[src/hw/rtl/slc_pkg.sv]
// ----------------------------------------------------------------------------
// Serial line framer and classifier package
// Shared widths, codes, characters and structures of the line framer.
// ----------------------------------------------------------------------------
package slc_pkg;

   localparam int BYTE_W  = 8;
   localparam int EV_W    = 3;
   localparam int LEN_W   = 9;
   localparam int ID_W    = 64;
   localparam int IDLEN_W = 4;
   localparam int TMO_W   = 16;
   localparam int CSR_IDX_W = 2;

   localparam int MAX_LINE_DEFAULT = 256;

   localparam logic [TMO_W-1:0]   TIMEOUT_RESET = 16'd1000;
   localparam logic [IDLEN_W-1:0] ID_LEN_MAX    = 4'd8;

   // Register indexes of the configuration channel.
   localparam logic [CSR_IDX_W-1:0] CSR_DEVICE_ID     = 2'd0;
   localparam logic [CSR_IDX_W-1:0] CSR_DEVICE_ID_LEN = 2'd1;
   localparam logic [CSR_IDX_W-1:0] CSR_TIMEOUT_MS    = 2'd2;

   // Request operations.
   localparam logic OP_BYTE = 1'b0;
   localparam logic OP_TICK = 1'b1;

   // Result events.
   localparam logic [EV_W-1:0] EV_APPEND   = 3'd0;
   localparam logic [EV_W-1:0] EV_DATA     = 3'd1;
   localparam logic [EV_W-1:0] EV_LOG      = 3'd2;
   localparam logic [EV_W-1:0] EV_OVERFLOW = 3'd3;
   localparam logic [EV_W-1:0] EV_TIMEOUT  = 3'd4;

   // Checksum tag phases.
   localparam logic [1:0] TAG_NONE   = 2'd0;
   localparam logic [1:0] TAG_DIGITS = 2'd1;
   localparam logic [1:0] TAG_CLOSED = 2'd2;
   localparam logic [1:0] TAG_BAD    = 2'd3;

   // Characters.
   localparam logic [BYTE_W-1:0] CH_OPEN  = 8'h3C; // '<'
   localparam logic [BYTE_W-1:0] CH_CLOSE = 8'h3E; // '>'
   localparam logic [BYTE_W-1:0] CH_SEMI  = 8'h3B; // ';'
   localparam logic [BYTE_W-1:0] CH_COLON = 8'h3A; // ':'
   localparam logic [BYTE_W-1:0] CH_LF    = 8'h0A;
   localparam logic [BYTE_W-1:0] CH_CR    = 8'h0D;
   localparam logic [BYTE_W-1:0] CH_ZERO  = 8'h30;
   localparam logic [BYTE_W-1:0] CH_NINE  = 8'h39;
   localparam logic [3*BYTE_W-1:0] CKS_TRIPLE = 24'h434B53; // "CKS"

   typedef struct packed {
      logic [ID_W-1:0]    device_id;
      logic [IDLEN_W-1:0] device_id_length;
      logic [TMO_W-1:0]   timeout_ms;
   } cfg_type;

   typedef struct packed {
      logic                  prefix_failed;
      logic [3*BYTE_W-1:0]   recent_bytes;
      logic [1:0]            checksum_phase;
   } match_state_type;

endpackage

[src/hw/rtl/slc_if.sv]
// ----------------------------------------------------------------------------
// Serial line framer channel interfaces
// Request, response and configuration write channels with valid and ready.
// ----------------------------------------------------------------------------
interface slc_req_if;
   logic                       valid;
   logic                       ready;
   logic                       operation;
   logic [slc_pkg::BYTE_W-1:0] rx_byte;

   modport source (output valid, output operation, output rx_byte, input ready);
   modport sink   (input valid, input operation, input rx_byte, output ready);
endinterface

interface slc_rsp_if;
   logic                       valid;
   logic                       ready;
   logic [slc_pkg::BYTE_W-1:0] echo_byte;
   logic [slc_pkg::EV_W-1:0]   event_res;
   logic [slc_pkg::LEN_W-1:0]  line_length;

   modport source (output valid, output echo_byte, output event_res,
                   output line_length, input ready);
   modport sink   (input valid, input echo_byte, input event_res,
                   input line_length, output ready);
endinterface

interface slc_csr_if;
   logic                          valid;
   logic                          ready;
   logic [slc_pkg::CSR_IDX_W-1:0] index;
   logic [slc_pkg::ID_W-1:0]      data;

   modport source (output valid, output index, output data, input ready);
   modport sink   (input valid, input index, input data, output ready);
endinterface

[src/hw/rtl/slc_line_matcher.sv]
// ----------------------------------------------------------------------------
// Line matcher
// Matches one received byte against the start pattern and the checksum tag
// and decides the event and the next line state.
// ----------------------------------------------------------------------------
module slc_line_matcher #(
   parameter int MAX_LINE = slc_pkg::MAX_LINE_DEFAULT,
   parameter int CNT_W    = $clog2(MAX_LINE)
) (
   input  slc_pkg::cfg_type                cfg,
   input  slc_pkg::match_state_type        st_cur,
   input  logic [CNT_W-1:0]                count_cur,
   input  logic [slc_pkg::TMO_W-1:0]       ms_since,
   input  logic [slc_pkg::BYTE_W-1:0]      rx_byte,
   output slc_pkg::match_state_type        st_next,
   output logic [CNT_W-1:0]                count_next,
   output logic [slc_pkg::EV_W-1:0]        event_res,
   output logic [slc_pkg::LEN_W-1:0]       line_length,
   output logic                            timer_restart
);
   import slc_pkg::*;

   localparam int CMP_W = (CNT_W + 1 > 5) ? CNT_W + 1 : 5;

   logic [IDLEN_W-1:0]  id_len;
   logic [CMP_W-1:0]    id_len_ext;
   logic [CMP_W-1:0]    pos_ext;
   logic [CMP_W-1:0]    pos_m1;
   logic [2:0]          id_sel;
   logic [BYTE_W-1:0]   want;
   logic [CNT_W:0]      count_inc;
   logic                is_digit;
   logic                data_line;
   match_state_type     st_match;

   assign id_len     = (cfg.device_id_length > ID_LEN_MAX) ? ID_LEN_MAX
                                                           : cfg.device_id_length;
   assign id_len_ext = CMP_W'(id_len);
   assign pos_ext    = CMP_W'(count_cur);
   assign pos_m1     = pos_ext - CMP_W'(1);
   assign id_sel     = pos_m1[2:0];
   assign count_inc  = {1'b0, count_cur} + (CNT_W+1)'(1);
   assign is_digit   = (rx_byte >= CH_ZERO) && (rx_byte <= CH_NINE);

   always_comb begin
      if (pos_ext == '0) begin
         want = CH_OPEN;
      end else if (pos_ext == id_len_ext + CMP_W'(1)) begin
         want = CH_SEMI;
      end else begin
         want = cfg.device_id[{id_sel, 3'b000} +: BYTE_W];
      end
   end

   always_comb begin
      st_match = st_cur;
      if ((pos_ext <= id_len_ext + CMP_W'(1)) && (rx_byte != want)) begin
         st_match.prefix_failed = 1'b1;
      end
      if ((rx_byte == CH_COLON) && (st_cur.recent_bytes == CKS_TRIPLE)) begin
         st_match.checksum_phase = TAG_DIGITS;
      end else if (st_cur.checksum_phase == TAG_DIGITS) begin
         if (rx_byte == CH_CLOSE) begin
            st_match.checksum_phase = TAG_CLOSED;
         end else if (!is_digit) begin
            st_match.checksum_phase = TAG_BAD;
         end
      end
      st_match.recent_bytes = {st_cur.recent_bytes[2*BYTE_W-1:0], rx_byte};
   end

   assign data_line = !st_match.prefix_failed
                      && (CMP_W'(count_inc) >= id_len_ext + CMP_W'(2))
                      && (st_match.checksum_phase == TAG_CLOSED);

   assign line_length = LEN_W'(count_inc);

   // Every outcome except a plain append closes the line and clears its state.
   always_comb begin
      st_next       = '0;
      count_next    = '0;
      timer_restart = 1'b0;
      priority if (count_inc >= (CNT_W+1)'(MAX_LINE)) begin
         event_res = EV_OVERFLOW;
      end else if ((rx_byte == CH_LF) || (rx_byte == CH_CR)) begin
         event_res     = data_line ? EV_DATA : EV_LOG;
         timer_restart = 1'b1;
      end else if (ms_since > cfg.timeout_ms) begin
         event_res     = EV_TIMEOUT;
         timer_restart = 1'b1;
      end else begin
         event_res  = EV_APPEND;
         st_next    = st_match;
         count_next = count_inc[CNT_W-1:0];
      end
   end

endmodule

[src/hw/rtl/serial_line_framer_classifier_core.sv]
// ----------------------------------------------------------------------------
// Serial line framer and classifier core
// Frames received bytes into lines and classes each line ended by CR or LF as data or log.
// ----------------------------------------------------------------------------
// Usage:
//   The request channel carries either a received byte or a one millisecond
//   tick. Every byte request gives exactly one response with the byte, its
//   event and the line length including the byte; a tick gives none.
//   A request is accepted in every cycle while the response register is
//   empty or being drained, so the block sustains one request per cycle.
//   The response is registered and appears in the cycle after the byte is
//   accepted; the line state is updated together with the response register.
//   When the receiver stalls, the response register holds its value and the
//   request channel stalls with it; ticks are held off as well.
//   The configuration channel is always ready and writes the device id, the
//   id length and the timeout; a write to an unused index has no effect.
//   Synchronous reset clears the open line, the millisecond counter and the
//   response register, and loads the register defaults (timeout 1000 ms).
// ----------------------------------------------------------------------------
module serial_line_framer_classifier_core #(
   parameter int MAX_LINE = slc_pkg::MAX_LINE_DEFAULT
) (
   input  logic      clock,
   input  logic      reset,
   slc_req_if.sink   req_chan,
   slc_rsp_if.source rsp_chan,
   slc_csr_if.sink   csr_chan
);
   import slc_pkg::*;

   localparam int CNT_W = $clog2(MAX_LINE);

   cfg_type               cfg_ff, cfg_in;
   match_state_type       st_ff, st_in, st_next;
   logic [CNT_W-1:0]      count_ff, count_in, count_next;
   logic [TMO_W-1:0]      ms_ff, ms_in;
   logic                  rsp_valid_ff, rsp_valid_in;
   logic [BYTE_W-1:0]     echo_ff;
   logic [EV_W-1:0]       event_ff, event_next;
   logic [LEN_W-1:0]      len_ff, len_next;
   logic                  timer_restart;
   logic                  req_fire;
   logic                  byte_fire;
   logic                  tick_fire;

   assign req_chan.ready = !rsp_valid_ff || rsp_chan.ready;
   assign req_fire  = req_chan.valid && req_chan.ready;
   assign byte_fire = req_fire && (req_chan.operation == OP_BYTE);
   assign tick_fire = req_fire && (req_chan.operation == OP_TICK);

   assign csr_chan.ready = 1'b1;

   slc_line_matcher #(
      .MAX_LINE (MAX_LINE),
      .CNT_W    (CNT_W)
   ) u_matcher (
      .cfg           (cfg_ff),
      .st_cur        (st_ff),
      .count_cur     (count_ff),
      .ms_since      (ms_ff),
      .rx_byte       (req_chan.rx_byte),
      .st_next       (st_next),
      .count_next    (count_next),
      .event_res     (event_next),
      .line_length   (len_next),
      .timer_restart (timer_restart)
   );

   always_comb begin
      cfg_in = cfg_ff;
      if (csr_chan.valid) begin
         unique case (csr_chan.index)
            CSR_DEVICE_ID:     cfg_in.device_id        = csr_chan.data;
            CSR_DEVICE_ID_LEN: cfg_in.device_id_length = csr_chan.data[IDLEN_W-1:0];
            CSR_TIMEOUT_MS:    cfg_in.timeout_ms       = csr_chan.data[TMO_W-1:0];
            default:           cfg_in = cfg_ff;
         endcase
      end
   end

   always_comb begin
      st_in    = st_ff;
      count_in = count_ff;
      ms_in    = ms_ff;
      if (byte_fire) begin
         st_in    = st_next;
         count_in = count_next;
         if (timer_restart) begin
            ms_in = '0;
         end
      end else if (tick_fire && (ms_ff != '1)) begin
         ms_in = ms_ff + TMO_W'(1);
      end
   end

   always_comb begin
      if (byte_fire) begin
         rsp_valid_in = 1'b1;
      end else if (rsp_chan.ready) begin
         rsp_valid_in = 1'b0;
      end else begin
         rsp_valid_in = rsp_valid_ff;
      end
   end

   always_ff @(posedge clock) begin
      if (reset) begin
         cfg_ff.device_id        <= '0;
         cfg_ff.device_id_length <= '0;
         cfg_ff.timeout_ms       <= TIMEOUT_RESET;
         st_ff                   <= '0;
         count_ff                <= '0;
         ms_ff                   <= '0;
         rsp_valid_ff            <= 1'b0;
      end else begin
         cfg_ff       <= cfg_in;
         st_ff        <= st_in;
         count_ff     <= count_in;
         ms_ff        <= ms_in;
         rsp_valid_ff <= rsp_valid_in;
      end
   end

   always_ff @(posedge clock) begin
      if (byte_fire) begin
         echo_ff  <= req_chan.rx_byte;
         event_ff <= event_next;
         len_ff   <= len_next;
      end
   end

   assign rsp_chan.valid       = rsp_valid_ff;
   assign rsp_chan.echo_byte   = echo_ff;
   assign rsp_chan.event_res   = event_ff;
   assign rsp_chan.line_length = len_ff;

`ifndef ASSERT_OFF
   // The open line never reaches the maximum length.
   a_count_bound: assert property (@(posedge clock) disable iff (reset)
      (CNT_W+1)'(count_ff) < (CNT_W+1)'(MAX_LINE))
      else $error("line byte count reached the maximum length");

   // A byte that closes or discards the line leaves an empty line behind.
   a_close_clears: assert property (@(posedge clock) disable iff (reset)
      (byte_fire && (event_next != EV_APPEND)) |=> (count_ff == '0))
      else $error("line state not cleared after line end or discard");

   // A tick leaves the line untouched and produces no response.
   a_tick_quiet: assert property (@(posedge clock) disable iff (reset)
      (tick_fire && !rsp_valid_ff) |=> ($stable(count_ff) && !rsp_valid_ff))
      else $error("tick changed the line or produced a response");

   // An appended byte grows the line by one.
   a_append_grows: assert property (@(posedge clock) disable iff (reset)
      (byte_fire && (event_next == EV_APPEND)) |=>
         (count_ff == $past(count_ff) + CNT_W'(1)))
      else $error("appended byte did not advance the line count");
`endif

endmodule
[src/flat_wrapper.sv]
// flat-port wrapper written by rule: the top's interface ports become plain ports
module serial_line_framer_classifier_core_flat import slc_pkg::*;
#(
   parameter int MAX_LINE = slc_pkg::MAX_LINE_DEFAULT
)
  (clock, reset, req_chan_valid, req_chan_operation, req_chan_rx_byte, req_chan_ready, rsp_chan_valid, rsp_chan_echo_byte, rsp_chan_event_res, rsp_chan_line_length, rsp_chan_ready, csr_chan_valid, csr_chan_index, csr_chan_data, csr_chan_ready);
  slc_req_if req_chan_i ();
  slc_rsp_if rsp_chan_i ();
  slc_csr_if csr_chan_i ();
  input  logic clock;
  input  logic reset;
  input wire logic [$bits(req_chan_i.valid)-1:0] req_chan_valid;
  input wire logic [$bits(req_chan_i.operation)-1:0] req_chan_operation;
  input wire logic [$bits(req_chan_i.rx_byte)-1:0] req_chan_rx_byte;
  output wire logic [$bits(req_chan_i.ready)-1:0] req_chan_ready;
  output wire logic [$bits(rsp_chan_i.valid)-1:0] rsp_chan_valid;
  output wire logic [$bits(rsp_chan_i.echo_byte)-1:0] rsp_chan_echo_byte;
  output wire logic [$bits(rsp_chan_i.event_res)-1:0] rsp_chan_event_res;
  output wire logic [$bits(rsp_chan_i.line_length)-1:0] rsp_chan_line_length;
  input wire logic [$bits(rsp_chan_i.ready)-1:0] rsp_chan_ready;
  input wire logic [$bits(csr_chan_i.valid)-1:0] csr_chan_valid;
  input wire logic [$bits(csr_chan_i.index)-1:0] csr_chan_index;
  input wire logic [$bits(csr_chan_i.data)-1:0] csr_chan_data;
  output wire logic [$bits(csr_chan_i.ready)-1:0] csr_chan_ready;
  assign req_chan_i.valid = req_chan_valid;
  assign req_chan_i.operation = req_chan_operation;
  assign req_chan_i.rx_byte = req_chan_rx_byte;
  assign req_chan_ready = req_chan_i.ready;
  assign rsp_chan_valid = rsp_chan_i.valid;
  assign rsp_chan_echo_byte = rsp_chan_i.echo_byte;
  assign rsp_chan_event_res = rsp_chan_i.event_res;
  assign rsp_chan_line_length = rsp_chan_i.line_length;
  assign rsp_chan_i.ready = rsp_chan_ready;
  assign csr_chan_i.valid = csr_chan_valid;
  assign csr_chan_i.index = csr_chan_index;
  assign csr_chan_i.data = csr_chan_data;
  assign csr_chan_ready = csr_chan_i.ready;
  serial_line_framer_classifier_core #(.MAX_LINE(MAX_LINE)) u_core (.clock(clock), .reset(reset), .req_chan(req_chan_i), .rsp_chan(rsp_chan_i), .csr_chan(csr_chan_i));
endmodule
[config.mk]
export PLATFORM = sky130hd
export DESIGN_NAME = serial_line_framer_classifier_core_flat
export DESIGN_NICKNAME = d
export VERILOG_FILES = /design/src/hw/rtl/slc_pkg.sv /design/src/hw/rtl/slc_if.sv /design/src/hw/rtl/slc_line_matcher.sv /design/src/hw/rtl/serial_line_framer_classifier_core.sv /design/src/flat_wrapper.sv
export SDC_FILE = /design/constraint.sdc
export NUM_CORES = 1
export LEC_CHECK = 0
export BUFFER_PORTS_ARGS = -buffer_cell sky130_fd_sc_hd__buf_4
export CORE_UTILIZATION = 49
export CTS_CLUSTER_DIAMETER = 150
export DETAILED_ROUTE_END_ITERATION = 12
export HOLD_SLACK_MARGIN = 0.05
export PLACE_DENSITY = 0.72
export SYNTH_ARGS = -nofsm -noshare
export SYNTH_HDL_FRONTEND = slang
export SYNTH_HIERARCHICAL = 1
export SYNTH_SLANG_ARGS = --single-unit
[constraint.sdc]
create_clock -name clock -period 3.43 [get_ports clock]
set_input_delay 0.5145 -clock clock [delete_from_list [all_inputs] [get_ports clock]]
set_output_delay 0.5145 -clock clock [all_outputs]
set_load 0.01 [all_outputs]
# Yosys cells after proc, flatten, opt, wreduce, memory -nomap -nowiden
# Index checks and enable logic that the tools add are counted.
# totals
input_bits	80
out_inout_bits	23
reg_bits	156
word_cells	85
# classes
n_reduce_logical	21
bitwise_logic	1
mux	25
n_lt_le_gt_ge	7
shift	1
add_sub_neg	5
n_eq_ne	13
# op_table
cell	count
$mux W27	3
$shiftx A64 B7 Y8	1
$mux W16	3
$mux W8	5
$eq A24 B23 Y1 const B	1
$add A16 B1 Y16 const B	1
$eq A8 B4 Y1 const B	2
$eq A8 B6 Y1 const B	2
$gt A16 B16 Y1	1
$ne A16 B16 Y1 const B	1
$mux W2	5
$add A8 B1 Y9 const B	1
$ge A9 B5 Y1	1
$ge A9 B9 Y1 const B	1
$logic_and A1 B1 Y1	9
$logic_not A9 Y1	1
$eq A8 B5 Y1	1
$ge A8 B6 Y1 const B	1
$le A8 B5 Y1	1
$le A8 B6 Y1 const B	1
$ne A8 B8 Y1	1
$reduce_and A2 Y1	4
$mux W1	6
$mux W3	2
other kinds (13)	18

# Longest topological paths before layout
# Gate-level depths: netlist of run 1.
# logic_depth
ltp_word	14
depth_mapped	16
ltp_nobuf	15

# Cells and area by module
# Netlist of run 1, hierarchy kept.
# modules_own_cells
module	instances	seq_area_each_um2	area_per_inst_um2	cells_per_inst
serial_line_framer_classifier_core	1	3323.2	5719.2	659
slc_line_matcher	1	0.0	2202.1	274

# Worst setup path before layout of run 1
# OpenSTA, ideal clock, no wires.
# synth_path
path_type	register -> register
startpoint	register u_core.count_ff[0]
endpoint	register u_core.event_ff[0] (netlist: u_core/rsp_chan.event_res[0]), data pin
synth_period_minus_slack_ps	3272
arrival_time_ps	3017
setup_time_ps	255
t_required_ps	3175
n_path_buf	2
path_slack_ps	158
path_stages_with_launch	13
cell_sequence	dfxtp_1 -> buf_2 -> buf_2 -> inv_2 -> ha_1 -> xor2_4 -> mux4_1 -> mux2i_4 -> nor4_1 -> a2111o_1 -> nor2_2 -> o21ai_2 -> a31o_1
# synth_between
elab_cells_between_ends	18
classes_between	add/sub: 2; order compare: 3; eq/ne: 2; shift: 1; mux: 5; reduce/logical: 5
# synth_lines
item	line	rtl
start, declared	serial_line_framer_classifier_core.sv:35	logic [CNT_W-1:0] count_ff, count_in, count_next;
start signal, assigned	serial_line_framer_classifier_core.sv:118	count_ff <= count_in;
$add A8 B1 Y9 *	slc_line_matcher.sv:42	assign count_inc = {1'b0, count_cur} + (CNT_W+1)'(1);
via u_core.len_next[0]	serial_line_framer_classifier_core.sv:40	logic [LEN_W-1:0] len_ff, len_next;
$ge A9 B5 Y1	slc_line_matcher.sv:73	&& (CMP_W'(count_inc) >= id_len_ext + CMP_W'(2))
$logic_and A1 B1 Y1	slc_line_matcher.sv:73	
$logic_and A1 B1 Y1	slc_line_matcher.sv:74	&& (st_match.checksum_phase == TAG_CLOSED);
$mux W2	slc_line_matcher.sv:86	event_res = data_line ? EV_DATA : EV_LOG;
$mux W3	slc_line_matcher.sv:85	end else if ((rx_byte == CH_LF) || (rx_byte == CH_CR)) begin
end signal, assigned	serial_line_framer_classifier_core.sv:127	event_ff <= event_next;
end, declared	serial_line_framer_classifier_core.sv:39	logic [EV_W-1:0] event_ff, event_next;
# The timed path passes the listed nets; every way through them passes the cells marked *.
# A chain may end at the register's enable or synchronous reset.

==> results of run 1 <==
[stage by stage]
| step | std cells | hold slack [ns] | power, mW | setup WS, ns | cell area (sq um) |
|---|---|---|---|---|---|
| after global placement | 1213 | 0.441 | 2.39 | 0.413 | 8840 |
| after floorplan | 934 | 0.429 | 2.23 | 0.158 | 7930 |
| after detailed placement | 1213 | 0.447 | 2.40 | 0.315 | 8840 |
| after CTS | 1244 | 0.300 | 4.27 | 0.282 | 9420 |
| after global routing | 1244 | 0.291 | 4.41 | 0.0525 | 9420 |
| final | 1244 | 0.319 | 4.24 | 0.235 | 9420 |
[cell usage after synthesis (3+ instances only)]
master / n / area share
mux4_2: 12 / 0.034
mux2_2: 5 / 0.0071
nand4_1: 17 / 0.013
a221o_1: 3 / 0.0038
xnor2_1: 6 / 0.0066
clkbuf_1: 41 / 0.019
dfxtp_1: 136 / 0.34
mux2i_1: 12 / 0.015
a21o_1: 3 / 0.0028
nor3b_1: 28 / 0.027
nor2_1: 24 / 0.011
nor4_1: 7 / 0.0055
o21ai_1: 3 / 0.0019
nand2_1: 251 / 0.12
nor2b_1: 10 / 0.0079
o21a_1: 3 / 0.0028
buf_2: 9 / 0.0057
or4_1: 3 / 0.0028
nand3b_1: 5 / 0.0047
o21ai_0: 11 / 0.0069
or3_1: 4 / 0.0032
mux4_1: 4 / 0.013
nand3_2: 3 / 0.0038
nand2b_1: 6 / 0.0047
nand3_1: 24 / 0.015
nor3_1: 13 / 0.0082
buf_6: 3 / 0.0043
edfxtp_1: 20 / 0.076
and4_1: 4 / 0.0044
and3_1: 5 / 0.0039
a21oi_1: 131 / 0.083
nor4b_1: 6 / 0.0066
ha_1: 29 / 0.046
xor2_1: 5 / 0.0055
inv_1: 31 / 0.015
[registers in the layout, indices dropped and copies added (netlist names)]
signal,flops
u_core/cfg_ff,84
u_core/count_ff,8
u_core/ms_ff,16
u_core/rsp_chan.echo_byte,8
u_core/rsp_chan.event_res,3
u_core/rsp_chan.line_length,9
u_core/rsp_chan.valid,1
u_core/st_ff,27
[worst register-to-register path: stages, from the launching register on]
cell      delay (ns)
dfxtp_1         0.38
nor2b_1         0.28
ha_1            0.25
a21oi_1         0.08
ha_1            0.29
and4_1          0.25
and2_1          0.22
o21ai_1         0.15
and4_1          0.20
a2111o_1        0.42
nor2_2          0.13
o21ai_2         0.07
a211oi_2        0.21
nand2_1         0.07
a21oi_1         0.12
[final cells by class]
cell class / instances / area (sq um)
fill: 1450 / 6400
multi-input combinational: 689 / 4230
sequential: 156 / 3320
timing repair buffer: 119 / 893
clock buffer: 17 / 425
tap: 216 / 270
clock inverter: 14 / 156
inverter: 33 / 129
[cells in the final DEF, fill, tap and decap left out, drive strengths merged, types with 3 or more instances in the layout]
cell type  count
a211oi         3
a21o           3
a21oi        132
a221o          3
and3           7
and4           4
buf          119
clkbuf        17
clkinv         4
conb           3
dfxtp        136
edfxtp        20
ha            29
inv           40
mux2           5
mux2i         14
mux4          16
nand2        251
nand2b         6
nand3         27
nand3b         5
nand4         18
nor2          26
nor2b         11
nor3          13
nor3b         28
nor4           9
nor4b          6
o21a           3
o21ai         15
or3            5
or4            3
xnor2          6
xor2           6
[kinds of logic (layout without fill, tap and decap cells)]
family,count (synthesis),count (layout)
fa+ha+maj,30,30
buf+inv,89,183
other cells,2,3
mux,35,35
xor+xnor,12,12
flops,156,156
compound gates,179,179
simple gates,430,430
[path summary, 6_finish.rpt]
check / start / to / slack [ns]
max: u_core/cfg_ff[19] / u_core/st_ff[26] / 0.23
min: req_chan_valid / u_core/ms_ff[3] / 0.32
max reg2reg: u_core/cfg_ff[19] / u_core/st_ff[26] / 0.23
min reg2reg: u_core/st_ff[24] / u_core/st_ff[24] / 0.45
[power by group through the flow]
stage                     clock network (mW)  registers, mW  logic (mW)
after floorplan                            0           1.97       0.257
after global placement                     0           1.97       0.418
after detailed placement                   0           1.98       0.421
after CTS                               1.91           1.94       0.424
after global routing                    2.01           1.94       0.466
final                                   1.88           1.94       0.426
[routing by layer]
layer / track usage / up-vias
met1: 0.344 / 3227
met5: 0 / -
met3: 0.0541 / 21
met2: 0.386 / 222
met4: 0.0796 / 0
li1: - / 3428
==> metrics.txt, run 1 <==
routability cong.=0.877; Seq/Total Area, Yosys=0.420; DP HPWL=13.8 mm; top_reg_cell synth=dfxtp_1; number of synthesized flops with an enable pin=20; post-CTS sizing=0; Clock Sinks=156; GR Overflow Total=0; peak supply drop=356 uV; Max-slew headroom=0.452; met3 WL post-DR=981 microns; Synth Register Bits=156; Reg clk slew, reported paths=0.06 ns; Seq pwr share=0.456; Core ar.=15,800 sq um; CP Depth=14; root buffer cell=clkbuf_16; hold violation count in the final report=0; final net count=1,125; highest-delay cell along the critical path=a2111o_1; DRT Pass-1 Iters=7; CP max FO=8; Crit Path Class=register to register; sw power=1.06 mW; post-synthesis simple-gate area fraction=0.265; Pleak=3.64 nW; io pins=103; WP buf/inv=0; die width=129 microns; biggest cell delay along the critical path=0.42 ns; Arr. time, crit path=3.55 ns; Vias/cell=5.55; Post-Synth XOR/XNOR Area=0.0156; mapped cell area=7920 sq um; syn_area_per_cell=roughly 8.5 sq um; final setup fails=0; critical path launch point type=register; layout cells sized above 1=0.187; multiplexer area fraction after synthesis=0.0753; Req. time, crit path=3.78 ns; Power Internal=3.18 mW; Max-Cap Viols=0; Comb pwr share=0.101; Clock Latency Late Sink=0.43 ns; Hold Path Stages=2; Async SR Flop Fraction=0; PD cells=450 nW/um^2; die area=16,700 sq um; first-pass GRT wire length=about 32 mm; top sig layer=met4; Layout area overhead=19.0%; via count=6,898; WL final=19.8 mm; port buffer count=101; hold_buf cts=0; antenna cells=0; post-route DRC violation count=0; vias in the first global route=6,309; RSZ-0062 raised after global routing=false; part of the power in the clock network=0.443; outcome=finished clean; met1 WL=just over 9 mm; initial antenna violation count=0; Slew Viols, Final=0; fmax=0.313 GHz; Routed wire per std cell=16.0 microns; wire length on met2=9.32 mm; min Tclk post-route=3.20 ns; Finished Core Util=0.595; main combinational cell family by area after synthesis=simple AND/OR/NAND/NOR gates; Synth cell types=77; Post-CTS Setup Bufs=0; Min-Delay Path Class=primary input to register; Starting Density=0.500; CTS tree=done; setup_tns=0 ns; CTS Buffer Depth=2; skew final=about 0.012 ns; Compound-Gate Fraction of Synth Area=0.127; Die H=129 microns; delay-heaviest family, CP=simple AND/OR/NAND/NOR gates; Mapped Cells=933; period utilisation layout=0.932; worst path cell trace=nor2b_1, ha_1, a21oi_1, ha_1, and4_1, and2_1, o21ai_1, and4_1, a2111o_1, nor2_2, o21ai_2, a211oi_2, nand2_1, a21oi_1; gr usage total=0.249; Reg2Reg Depth=14; sw frac=0.250; Iteration-0 DRC Markers=between 700 and 800; Least-Margin Pin Slew=0.823 ns; Synth Area in Adders=0.0471; Critical Path Sink Type=register; Rows=46; warnings from Yosys=6; Routed Antenna Nets=0; H-tree levels=4; total CTS buffers=17; largest net degree at the start of global routing=80
Note: power is estimated with default switching activity, not from simulation.
==> inputs of run 2 (changes only) <==
CTS_BUF_LIST = sky130_fd_sc_hd__clkbuf_2   (was default)
RECOVER_POWER = 100   (was default)
==> run 2 against run 1 <==
The run now ends with capacitance limit, slew limit left. Critical path depth is the same. Hold slack lost 0.11 ns. Die area is the same. Non-clock buffer count grew 75. Via count grew 5.8%. Worst setup slack lost 0.0097 ns. Sequential power is essentially flat. Maximum frequency shrank 0.30%. Highest routed layer unchanged.
==> metrics.txt, run 2 (synthesis results as in run 1) <==
HP Start=reset; Arr. time, crit path=between 3 and 4 ns; peak supply drop=between 200 and 250 uV; final setup fails=0; flop2flop setup slack=0.22 ns; part of the power in the clock network=0.302; Crit Path Class=register to register; Iteration-0 DRC Markers=742; Min-Delay Path Class=primary input to register; setup_tns=0 ns; Starting Density=0.500; Post-Layout Cell Count=1,320; Power Internal=2.49 mW; PD cells=358 nW/um^2; wire length on met2=between 9 and 10 mm; top sig layer=met4; first-pass GRT wire length=~34 mm; Reg clk slew, reported paths=about 0.24 ns; FF-to-FF Start=u_core/cfg_ff[19]; root buffer cell=clkbuf_2; hold endpoint=u_core/ms_ff[7]; Reg with most FFs=u_core/cfg_ff; met3 WL post-DR=1.24 mm; outcome=finished, violations left; via count=between 7,000 and 8,000; hold violation count in the final report=0; die width=between 100 and 150 microns; fin worst setup slack=approximately 0.22 ns; largest net degree at the start of global routing=80; reg-to-reg endpoint=u_core/st_ff[26]; Max-Cap Viols=2; CTS Buffer Depth=2; WL final=21.0 mm; Req. time, crit path=4.11 ns; commonest non-fill, non-tap cell in the layout=nand2_1; Critical Path Sink Type=register; fmax=approximately 0.31 GHz; Seq pwr share=0.559; Comb pwr share=0.140; highest-delay cell along the critical path=dfxtp_1; met1 WL=between 9 and 10 mm; Post-Place Worst Slack=~0.31 ns; Pleak=between 3 and 4 nW; skew final=0.0253 ns; routability cong.=around 0.88; Routed Antenna Nets=0; Routed wire per std cell=15.9 microns; GR Overflow Total=0; vias in the first global route=6,750; most frequent cells in the layout=251 x nand2_1, 136 x dfxtp_1, 132 x a21oi_1, 84 x buf_4, 75 x dlygate4sd3_1; CP max FO=8; Design Power=~3.5 mW; Least-Margin Pin Slew=1.68 ns; Reg2Reg Depth=14; Die H=roughly 130 microns; Max-slew headroom=-0.119; Placed Cells=roughly 1,200; final net count=1,200; Hold Path Stages=2; Clock Sinks=roughly 160; DRT Pass-1 Iters=5; worst path cell trace=nor2b_1, ha_1, a21oi_1, ha_1, and4_1, and2_1, o21ai_1, and4_1, a2111o_1, nor2_2, o21ai_2, a211oi_2, nand2_1, a21oi_1; DP HPWL=13.8 mm; post-CTS sizing=0; period utilisation layout=0.934; gr usage total=0.260; initial antenna violation count=1; port buffer count=101; failing checks=capacitance limit, slew limit; total CTS buffers=17; hold_ws=0.210 ns; Core ar.=roughly 16,000 sq um; min Tclk post-route=between 3 and 4 ns; layout cells sized above 1=0.141; sw power=0.980 mW; RSZ-0062 raised after global routing=false; critical path launch point type=register; Regs by FF count=u_core/cfg_ff (84), u_core/st_ff (27), u_core/ms_ff (16); max FFs per register=84; io pins=103; Slew Viols, Final=118; sw frac=0.282; post-route DRC violation count=0; die area=16,700 sq um; Layout area overhead=22.3%; Clock Latency Late Sink=0.74 ns; Rows=46; biggest cell delay along the critical path=0.43 ns; CTS tree=done; H-tree levels=4; Vias/cell=roughly 5.5
run 2: cell type report:
cell class | count | area (sq um)
fillers | 1395 | 6140
multi-input cells | 689 | 4210
flip-flops and latches | 156 | 3320
repair buffers | 194 | 1520
well taps | 216 | 270
clock inverters | 14 | 156
inverters | 33 | 125
clock buffers | 17 | 85.1
diodes | 1 | 2.50
run 2: worst max-delay path, delay by kind of cell, from the launching register on:
family,cells,cell delay [ns]
and+or+nand+nor,6,1.16
AOI/OAI and AO/OA,6,1.05
DFF,1,0.43
adders and majority gates,2,0.54
run 2: routing by layer:
layer / GRT usage / vias up
met4: 0.107 / 0
met5: 0 / -
met3: 0.0495 / 36
li1: - / 3575
met1: 0.344 / 3418
met2: 0.419 / 268
run 2: per-stage QoR:
step	cell area, sq um	utilization
after floorplan	7930	-
after global placement	8840	0.559
after detailed placement	8840	0.559
after CTS	9830	0.621
after global routing	9690	0.612
final	9690	0.612
run 2: worst max path at each step:
stage / cells after the start / start / end / slack, ns
after floorplan: 12 / u_core/count_ff[0] / u_core/rsp_chan.event_res[0] / 0.16
final: 14 / u_core/cfg_ff[19] / u_core/st_ff[26] / 0.22
after detailed placement: 14 / u_core/cfg_ff[19] / u_core/st_ff[26] / 0.31
after global routing: 14 / u_core/cfg_ff[19] / u_core/st_ff[26] / 0.02
after CTS: 14 / u_core/cfg_ff[19] / u_core/st_ff[26] / 0.27
after global placement: 12 / u_core/cfg_ff[19] / u_core/rsp_chan.event_res[0] / 0.41
run 2: what timing repair did:
item	CTS	global route
endpoints found under the hold margin	94	0
hold buffers	75	0
setup buffers	0	0
run 2: power groups by stage:
stage / logic [mW] / registers [mW] / clock network [mW]
after detailed placement: 0.421 / 1.98 / 0
after global routing: 0.527 / 1.95 / 1.15
after floorplan: 0.257 / 1.97 / 0
after CTS: 0.490 / 1.94 / 1.08
after global placement: 0.418 / 1.97 / 0
final: 0.485 / 1.94 / 1.05
==> inputs of run 3 (changes only) <==
HOLD_SLACK_MARGIN = default   (was 0.05)
PLACE_DENSITY = 0.69   (was 0.72)
clock period = 3.2 ns   (was 3.43 ns; I/O delays follow)
==> run 3 against run 2 <==
The run still ends with capacitance limit, slew limit left. Power up 5.3%. Register-to-register slack hardly changed. Cell area up 0.96%. Sequential cell count unchanged. Clock power hardly changed. Global-route usage decreased by 0.28 points. Clock skew is essentially flat. Via count shrank 2.2%. Largest cell class unchanged.
==> metrics.txt, run 3 (synthesis results as in run 1) <==
outcome=finished, violations left; failing checks=capacitance limit, slew limit; layout cells sized above 1=0.156; hold violation count in the final report=0; WL final=20.6 mm; Iteration-0 DRC Markers=between 500 and 600; Power Internal=2.60 mW; Core ar.=15,800 sq um; Post-Layout Cell Count=approximately 1,300; fin area=just under 10,000 sq um; Max-Cap Viols=2; GR Overflow Total=0; DRT Pass-1 Iters=5; Reg clk slew, reported paths=about 0.24 ns; Critical Path Sink Type=register; routability cong.=roughly 0.85; io pins=about 100; Seq pwr share=0.568; Pleak=3.73 nW; Max-slew headroom=-0.181; Routed wire per std cell=15.5 microns; Routed Antenna Nets=0; port buffer count=~100; fmax=between 0.3 and 0.4 GHz; delay-heaviest family, CP=compound AO/OA/AOI/OAI gates; total CTS buffers=17; highest-delay cell along the critical path=ha_1; root buffer cell=clkbuf_2; sw power=1.06 mW; peak supply drop=282 uV; Arr. time, crit path=3.65 ns; worst path cell trace=inv_2, clkbuf_1, ha_1, mux4_2, mux2i_1, xnor2_1, nor3_1, a221o_1, nand4_1, o21ai_2, a211oi_2, nand2_1, a21oi_1; H-tree levels=4; via count=7,139; most frequent cells in the layout=251 x nand2_1, 133 x dfxtp_1, 131 x a21oi_1, 91 x buf_4, 75 x dlygate4sd3_1; critical path launch point type=register; final setup fails=0; vias in the first global route=6,541; largest net degree at the start of global routing=79; commonest non-fill, non-tap cell in the layout=nand2_1; first-pass GRT wire length=33.2 mm; sw frac=0.290; Vias/cell=about 5.4; DP Area=8910 sq um; part of the power in the clock network=0.288; post-route DRC violation count=0; die width=129 microns; CTS Buffer Depth=2; Clock Latency Late Sink=about 0.73 ns; Crit Path Class=register to register; biggest cell delay along the critical path=between 0.3 and 0.4 ns; skew final=0.0257 ns; initial antenna violation count=1; Slew Viols, Final=around 120; Min-Delay Path Class=primary input to register; Layout fillers=1,416; Starting Density=0.500; Least-Margin Pin Slew=1.77 ns; gr usage total=0.258; DP HPWL=13.5 mm; final net count=1,208; PD cells=374 nW/um^2; Clock Sinks=approximately 160; Rows=46; die area=~17,000 sq um; max FFs per register=84; Comb pwr share=0.145; Layout area overhead=23.5%; Placed Cells=roughly 1,200; min Tclk post-route=2.98 ns; CP max FO=6; hold_ws=0.204 ns; period utilisation layout=0.933; Regs by FF count=u_core/cfg_ff (84), u_core/st_ff (27), u_core/ms_ff (16); Req. time, crit path=3.87 ns; Die H=129 microns; CTS tree=done; WP buf/inv=2; Reg with most FFs=u_core/cfg_ff
[run 3: cell types whose count changed in the layout (fill, tap and decap cells not counted), sizes merged]
cell	delta
bufinv	-1
buf	+8
clkinv	+3
clkinvlp	+1
inv	-2
[run 3: metal layers]
layer  GRT usage  up-vias  wire length (microns)
met5           0        -                      0
met4       0.109        0                    465
met3      0.0442       30                    860
met2       0.408      209                   9810
met1       0.347     3299                   9470
li1            -     3601                      -
[run 3: worst paths after layout]
check                      from                 to  slack [ns]  cells past startpoint
max          u_core/count_ff[0]   u_core/st_ff[26]        0.22                     13
min reg2reg   u_core/cfg_ff[61]  u_core/cfg_ff[61]        0.47                      2
max reg2reg  u_core/count_ff[0]   u_core/st_ff[26]        0.22                     13
min                       reset    u_core/ms_ff[8]        0.20                      2
[run 3: power groups by stage]
stage	registers, mW	logic, mW	clock network [mW]
detailed placement	2.11	0.463	0
floorplan	2.11	0.276	0
global placement	2.11	0.460	0
global route	2.08	0.580	1.16
finish	2.08	0.530	1.05
CTS	2.08	0.537	1.08
[run 3: cell type report]
type | instances | area [sq um] | area share
inverters | 33 | 125 | 0.0128
well taps | 216 | 270 | 0.0276
clock inverters | 15 | 139 | 0.0142
clock buffers | 17 | 85.1 | 0.00870
diodes | 1 | 2.50 | 0.000256
flip-flops and latches | 156 | 3330 | 0.340
repair buffers | 202 | 1590 | 0.162
multi-input cells | 689 | 4250 | 0.434
[run 3: what timing repair did]
action / 4_1_cts / 5_1_grt
buffers inserted: 0 / 0
endpoints found under the hold margin: 93 / 0
hold buffers: 75 / 0
gates resized for setup: 0 / 10
endpoints found under the setup margin: 0 / 6
[run 3: per-stage QoR]
| step | TNS (ns) | total power [mW] | utilization | setup slack (ns) |
|---|---|---|---|---|
| 4_1_cts | 0 | 3.70 | 0.625 | 0.0657 |
| 5_1_grt | -0.0581 | 3.83 | 0.618 | -0.0326 |
| 3_3_place_gp | 0 | 2.57 | 0.563 | 0.220 |
| 6_report | 0 | 3.66 | 0.618 | 0.215 |
| 3_5_place_dp | 0 | 2.58 | 0.563 | 0.112 |
| 2_1_floorplan | 0 | 2.39 | - | 0.00322 |
